### src/rtl/gve_pkg.sv
// shared types and constants for the group varint encoder
`timescale 1ns / 1ps
`default_nettype none

package gve_pkg;

	localparam int VALUE_W   = 32;
	localparam int BYTE_W    = 8;
	localparam int CODE_W    = 2;
	localparam int NUM_LANES = 4;
	localparam int LANE_W    = $clog2(NUM_LANES);
	localparam int BSEL_W    = $clog2(VALUE_W / BYTE_W);

	// one value together with its length code (bytes minus one)
	typedef struct packed {
		logic [VALUE_W-1:0] value;
		logic [CODE_W-1:0]  code;
	} gve_lane_t;

endpackage

`default_nettype wire

### src/rtl/gve_lane.sv
// one lane: finds the byte length code of a single value
`timescale 1ns / 1ps
`default_nettype none

module gve_lane
	import gve_pkg::*;
(
	input  wire logic [VALUE_W-1:0] value,
	output gve_lane_t               lane
);

	logic [CODE_W-1:0] code;

	// fewest bytes that hold the value, zero takes one byte
	always_comb begin
		if (value[31:24] != 8'd0) begin
			code = 2'd3;
		end else if (value[23:16] != 8'd0) begin
			code = 2'd2;
		end else if (value[15:8] != 8'd0) begin
			code = 2'd1;
		end else begin
			code = 2'd0;
		end
	end

	assign lane.value = value;
	assign lane.code  = code;

endmodule

`default_nettype wire

### src/rtl/gve_serializer.sv
// merge stage: builds the header and walks the lanes out one byte per cycle
`timescale 1ns / 1ps
`default_nettype none

module gve_serializer
	import gve_pkg::*;
(
	input  wire logic                  clk,
	input  wire logic                  arst_n,
	input  wire logic                  load_valid,
	input  wire gve_lane_t [NUM_LANES-1:0] load_lanes,
	output logic                       load_ready,
	output logic                       strobe,
	output logic [BYTE_W-1:0]          out_byte,
	output logic                       is_last
);

	gve_lane_t [NUM_LANES-1:0] lanes_q;
	logic [BYTE_W-1:0]         hdr_q;
	logic                      active_q;
	logic                      hdr_phase_q;
	logic [LANE_W-1:0]         lane_q;
	logic [BSEL_W-1:0]         bidx_q;

	logic [BYTE_W-1:0]  hdr_next;
	logic [VALUE_W-1:0] shifted;
	logic               lane_end;
	logic               last;
	logic               load;

	always_comb begin
		for (int i = 0; i < NUM_LANES; i++) begin
			hdr_next[i*CODE_W +: CODE_W] = load_lanes[i].code;
		end
	end

	assign shifted  = lanes_q[lane_q].value >> {bidx_q, 3'd0};
	assign lane_end = (bidx_q == lanes_q[lane_q].code);
	assign last     = active_q && !hdr_phase_q && (lane_q == '0) && lane_end;

	assign load       = load_valid && (!active_q || last);
	assign load_ready = !active_q || last;

	assign strobe   = active_q;
	assign out_byte = hdr_phase_q ? hdr_q : shifted[BYTE_W-1:0];
	assign is_last  = last;

	always_ff @(posedge clk or negedge arst_n) begin
		if (!arst_n) begin
			active_q    <= 1'b0;
			hdr_phase_q <= 1'b0;
			lane_q      <= '0;
			bidx_q      <= '0;
		end else if (load) begin
			active_q    <= 1'b1;
			hdr_phase_q <= 1'b1;
			lane_q      <= LANE_W'(NUM_LANES - 1);
			bidx_q      <= '0;
		end else if (last) begin
			active_q    <= 1'b0;
			hdr_phase_q <= 1'b0;
		end else if (active_q) begin
			if (hdr_phase_q) begin
				hdr_phase_q <= 1'b0;
				lane_q      <= LANE_W'(NUM_LANES - 1);
				bidx_q      <= '0;
			end else if (lane_end) begin
				lane_q <= lane_q - LANE_W'(1);
				bidx_q <= '0;
			end else begin
				bidx_q <= bidx_q + BSEL_W'(1);
			end
		end
	end

	// payload, no reset
	always_ff @(posedge clk) begin
		if (load) begin
			lanes_q <= load_lanes;
			hdr_q   <= hdr_next;
		end
	end

endmodule

`default_nettype wire

### src/rtl/group_varint_encoder_core.sv
// top level of the group varint encoder
`timescale 1ns / 1ps
`default_nettype none

// group varint encoder
// - input: an item of four unsigned 32-bit values (value_0..value_3) is taken
//   at a rising edge where start is high and busy is low
// - four lanes find each value's byte length (1 to 4, zero takes one byte);
//   their results are registered in stage s1
// - the serializer merges the lanes: a header byte with length-minus-one of
//   value i at bits 2i+1..2i, then the significant bytes of value_3, value_2,
//   value_1, value_0, each least significant byte first
// - output: one byte per cycle on out_byte, marked by strobe; is_last flags
//   the final byte of an item's stream
// - the item passes from s1 into the serializer, which puts the header on
//   out_byte once it is free; s1 can hold the next item meanwhile
// - the byte-wide output sends one item at a time; the next item's header
//   follows the last byte directly when s1 already holds that item
// - busy rises only when s1 holds an item the serializer cannot yet load
// - the receiver cannot stall: every strobed byte is taken that cycle
// - reset clears all control state; no item is in flight afterwards
module group_varint_encoder_core
	import gve_pkg::*;
(
	input  wire logic               clk,
	input  wire logic               arst_n,
	input  wire logic               start,
	output logic                    busy,
	input  wire logic [VALUE_W-1:0] value_0,
	input  wire logic [VALUE_W-1:0] value_1,
	input  wire logic [VALUE_W-1:0] value_2,
	input  wire logic [VALUE_W-1:0] value_3,
	output logic                    strobe,
	output logic [BYTE_W-1:0]       out_byte,
	output logic                    is_last
);

	logic [NUM_LANES-1:0][VALUE_W-1:0] values;
	gve_lane_t [NUM_LANES-1:0]         lanes;
	gve_lane_t [NUM_LANES-1:0]         lanes_s1;
	logic                              valid_s1;
	logic                              ser_ready;
	logic                              accept;

	assign values = {value_3, value_2, value_1, value_0};

	// length lanes, one per value
	for (genvar i = 0; i < NUM_LANES; i++) begin : g_lane
		gve_lane u_lane (
			.value (values[i]),
			.lane  (lanes[i])
		);
	end

	// s1 is free when empty or handing its item over this cycle
	assign busy   = valid_s1 && !ser_ready;
	assign accept = start && !busy;

	always_ff @(posedge clk or negedge arst_n) begin
		if (!arst_n) begin
			valid_s1 <= 1'b0;
		end else if (accept) begin
			valid_s1 <= 1'b1;
		end else if (ser_ready) begin
			valid_s1 <= 1'b0;
		end
	end

	always_ff @(posedge clk) begin
		if (accept) begin
			lanes_s1 <= lanes;
		end
	end

	// merge stage and byte output
	gve_serializer u_serializer (
		.clk        (clk),
		.arst_n     (arst_n),
		.load_valid (valid_s1),
		.load_lanes (lanes_s1),
		.load_ready (ser_ready),
		.strobe     (strobe),
		.out_byte   (out_byte),
		.is_last    (is_last)
	);

endmodule

`default_nettype wire
### config.mk
export PLATFORM = sky130hd
export DESIGN_NAME = group_varint_encoder_core
export DESIGN_NICKNAME = d
export VERILOG_FILES = /design/src/rtl/gve_pkg.sv /design/src/rtl/gve_lane.sv /design/src/rtl/gve_serializer.sv /design/src/rtl/group_varint_encoder_core.sv
export SDC_FILE = /design/constraint.sdc
export NUM_CORES = 1
export LEC_CHECK = 0
export BUFFER_PORTS_ARGS = -buffer_cell sky130_fd_sc_hd__buf_2
export CAP_MARGIN = 20
export CORE_MARGIN = 2
export CORE_UTILIZATION = 56
export DETAILED_ROUTE_END_ITERATION = 16
export MAX_ROUTING_LAYER = met4
export PLACE_DENSITY = 0.76
export REMOVE_ABC_BUFFERS = 1
export SYNTH_ARGS = -nofsm -noshare
export SYNTH_HDL_FRONTEND = slang
export SYNTH_SLANG_ARGS = --single-unit
### constraint.sdc
create_clock -name clk -period 7.1 [get_ports clk]
set_input_delay 1.42 -clock clk [delete_from_list [all_inputs] [get_ports clk]]
set_output_delay 1.42 -clock clk [all_outputs]
set_load 0.1 [all_outputs]
==> out/qor_table.md <==
| Group | Metric | Reported |
|---|---|---|
| timing | Highest achievable clock rate | 0.2147 GHz |
| cells and area | Synthesis-to-layout area growth | 17.60% |
| drt | Violation count after the first detailed-routing iteration | 485 |
| drt | Via count | 4888 |
| drt | Detailed-route wire length | 19650 um |
| placement | Sum of net half-perimeters after detailed placement | 13690 um |
| cells and area | Filler instances | 1082 |
| setup path | R2r worst-path depth | 6 |
| cts | Number of buffers inserted during clock tree synthesis | 27 |
| cells and area | Nets | 725 |
| drt | Post-detailed-route DRC marker count | 0 |
| floorplanning | Core box area | 17360 sq um |
| timing | Shortest period the worst path allows | 4.658 ns |
| drt | Detail-routed via count per cell | 5.861 |
| global route | Largest net degree at the start of global routing | 87 |
| cells and area | Most frequent cells in the layout | sky130_fd_sc_hd__edfxtp_1 (272), sky130_fd_sc_hd__buf_2 (141), sky130_fd_sc_hd__mux4_2 (38) |
| timing | Hold_ws | 0.4140 ns |
| drt | Post-route ant nets | 0 |
| floorplanning | Number of placed I/O pins | 142 |
| power | Leakage power figure | 0.003955 uW |
| placement | # port buffers | 141 |
| logic synthesis | Number of warnings printed during yosys synthesis | 0 |
| floorplanning | Number of standard-cell rows in the floorplan | 48 |
| logic synthesis | Synth cell types | 32 |
| timing | Actual slew at the worst max-slew pin | 1.029 ns |
| logic synthesis | Post-synth EDFFs | 272 |
| setup path | Timing startpoint of the critical path | u_serializer.lane_q[0] |
| cts | Clock transition time at the flip-flop clock pins of the worst setup and hold paths | 0.06 ns |
| logic synthesis | Avg Synthesized Cell Area | 23.23 sq um |
| timing | Total negative slack | 0 ns |
| timing | Max-slew violation count | 0 |
| cts | Count of hold buffers inserted by post-cts repair | 0 |
| cells and area | Most common library cell in the layout ignoring fill and taps | sky130_fd_sc_hd__edfxtp_1 |
| drt | Length of the first detailed-routing pass in iterations | 5 |
| cts | Number of buffers inserted to repair setup after CTS | 0 |
| outcome | Result of the run | finished clean |
| power | Peak supply drop | 0.0003549 V |
| cells and area | Register area | 8346 sq um |
| flow run | Max capacitance violation total | 0 |
| floorplanning | Die width | 137.4 um |
| timing | Final setup violating endpoints | 0 |
| drt | Wire length per cell after detailed routing | 23.56 um |
| cells and area | Count of antenna diodes in the layout | 0 |
| setup path | End point of the critical path | out_byte[7] |
| worst hold path | Classification of the worst-slack hold path | reg2reg |
| floorplanning | Initial core utilization | 0.5743 |
| setup path | Critical path fanouts, max | 33 |
| timing | Crit share post-route | 0.6561 |
| logic synthesis | Sequential fraction of the synthesis area | 0.8371 |
| floorplanning | Height of the die | 137.4 um |
| timing | Number of hold-slack violations in the final timing report | 0 |
| logic synthesis | Most used DFF post-synth | sky130_fd_sc_hd__edfxtp_1 |
| logic synthesis | Number of storage elements in the synthesis netlist | 279 |
| cells and area | Area occupied by multi-input gates | 1525 sq um |
| global route | Antenna violations before repair | 0 |
| cts | Number of buffers on the longest clock path | 3 |
| timing | RSZ-0062 raised after global routing | no |
| cells and area | Final non-filler cell area | 11720 sq um |
| setup path | CP required | 5.68 ns |
| cells and area | Final std cells w/o fill | 834 |
| timing | Slew Limit Headroom | 0.3139 |
| global route | Vias in the first global route | 4991 |
| floorplanning | Die outline area | 18880 sq um |
| setup path | Critical path launch point type | flip-flop |
| cts | Count of instances resized after the clock tree is built | 0 |
| logic synthesis | Post-Syn Instances | 429 |
| setup path | Worst EP arrival | 3.24 ns |
| timing | Worst Clk Skew | 0.009162 ns |
| placement | Final weighted congestion in routability-driven placement | 0.8190 |
| cells and area | Share of layout cells above drive strength 1 | 0.3793 |
| cts | Clock tree from TritonCTS | done |
| cts | Root Buffer | sky130_fd_sc_hd__clkbuf_16 |
| placement | Placed cell areas | 10910 sq um |
| setup path | Startpoint of the most critical register-to-register path | u_serializer.lane_q[1] |
| setup path | FF-to-FF End | lanes_s1[134] |
| global route | Overflow left after global routing | 0 |
| setup path | Path type of the worst setup path | reg2out |
| logic synthesis | Synthesized area | 9967 sq um |
| global route | Global routing usage summed across all routing layers | 0.2211 |
| placement | Total placed cells including tap cells | 788 |
| cts | Clock latency on the worst-skew pair | 0.51 ns |
| cts | H-tree Lvls | 1 |
| logic synthesis | Post-synthesis async set-or-reset flop share | 0.02509 |
| setup path | CP endpoint kind | primary output |
| global route | Global-route wire length before repair | 28920 um |
| setup path | Setup slack of the worst register-to-register path | 2.78 ns |
| cts | Clock sinks | 279 |
| power | PwrDens | 385.2 nW/um^2 |
==> metal layers <==
metal / track usage / up-vias / wire length (um)
met5: - / - / 0
met2: 0.3554 / 225 / 9990
li1: - / 2135 / -
met3: 0.03274 / 32 / 1348
met4: 0.07388 / 0 / 500
met1: 0.2965 / 2496 / 7811
==> worst max-delay path, stage by stage (launching register included) <==
cell	delay, ns
sky130_fd_sc_hd__dfrtp_2	0.48
sky130_fd_sc_hd__buf_4	0.52
sky130_fd_sc_hd__mux4_1	0.66
sky130_fd_sc_hd__mux4_2	0.47
sky130_fd_sc_hd__mux2_2	0.28
sky130_fd_sc_hd__buf_2	0.29
==> report_power, final <==
group	switching (uW)	internal, uW
Clock	544	726
Sequential	123	2020
Combinational	715	387
Total	1380	3130
==> worst min path at each step <==
stage | endpoint | from | cells after the start
finish | u_serializer.hdr_q[7] | lanes_s1[103] | 0
global route | u_serializer.lanes_q[31] | lanes_s1[31] | 0
CTS | u_serializer.lanes_q[65] | lanes_s1[65] | 0
detailed placement | u_serializer.lanes_q[108] | lanes_s1[108] | 0
global placement | u_serializer.hdr_q[4] | lanes_s1[68] | 0
floorplan | u_serializer.hdr_q[0] | lanes_s1[0] | 0
==> state kept, by name, summed over array words and instances, names as in the netlist <==
register,cells
lanes_s1,136
u_serializer.strobe,1
u_serializer.lanes_q,128
u_serializer.lane_q,2
u_serializer.hdr_phase_q,1
u_serializer.hdr_q,8
u_serializer.bidx_q,2
valid_s1,1
==> metrics by stage <==
stage	setup WS, ns	utilization	power, uW
2_1_floorplan	1.043	-	3027
3_3_place_gp	2.970	0.6286	3243
3_5_place_dp	2.780	0.6286	3274
4_1_cts	2.378	0.6737	4544
5_1_grt	2.264	0.6753	4680
6_report	2.442	0.6753	4515
==> final cells by class <==
| class | instances | share of cell area |
|---|---|---|
| sequential | 279 | 0.7120 |
| multi-input combinational | 132 | 0.1301 |
| timing repair buffer | 145 | 0.06448 |
| clock buffer | 31 | 0.05892 |
| tap | 225 | 0.02402 |
| clock inverter | 14 | 0.007899 |
| inverter | 8 | 0.002562 |
==> kinds of logic after synthesis <==
family | count (synthesis) | synth area share
fa+ha+maj | 1 | 0.001255
compound gates | 15 | 0.01067
xor+xnor | 3 | 0.002637
mux | 53 | 0.1053
simple gates | 60 | 0.03264
flops | 279 | 0.8371
buf+inv | 18 | 0.01042
==> cells in the mapped netlist (3+ instances only) <==
master,number,area share
sky130_fd_sc_hd__buf_2,4,0.0020
sky130_fd_sc_hd__dfrtp_1,7,0.018
sky130_fd_sc_hd__edfxtp_1,272,0.82
sky130_fd_sc_hd__inv_1,8,0.0030
sky130_fd_sc_hd__mux2_2,9,0.010
sky130_fd_sc_hd__mux2i_1,4,0.0040
sky130_fd_sc_hd__mux4_2,38,0.086
sky130_fd_sc_hd__nand2_1,10,0.0038
sky130_fd_sc_hd__nand2b_1,4,0.0025
sky130_fd_sc_hd__nand3_1,9,0.0045
sky130_fd_sc_hd__nor2_1,8,0.0030
sky130_fd_sc_hd__nor3_1,3,0.0015
sky130_fd_sc_hd__nor4_1,16,0.010
sky130_fd_sc_hd__o21ai_1,3,0.0015
sky130_fd_sc_hd__or4_1,8,0.0060
sky130_fd_sc_hd__xnor2_1,3,0.0026
Note: power is estimated with default switching activity, not from simulation.
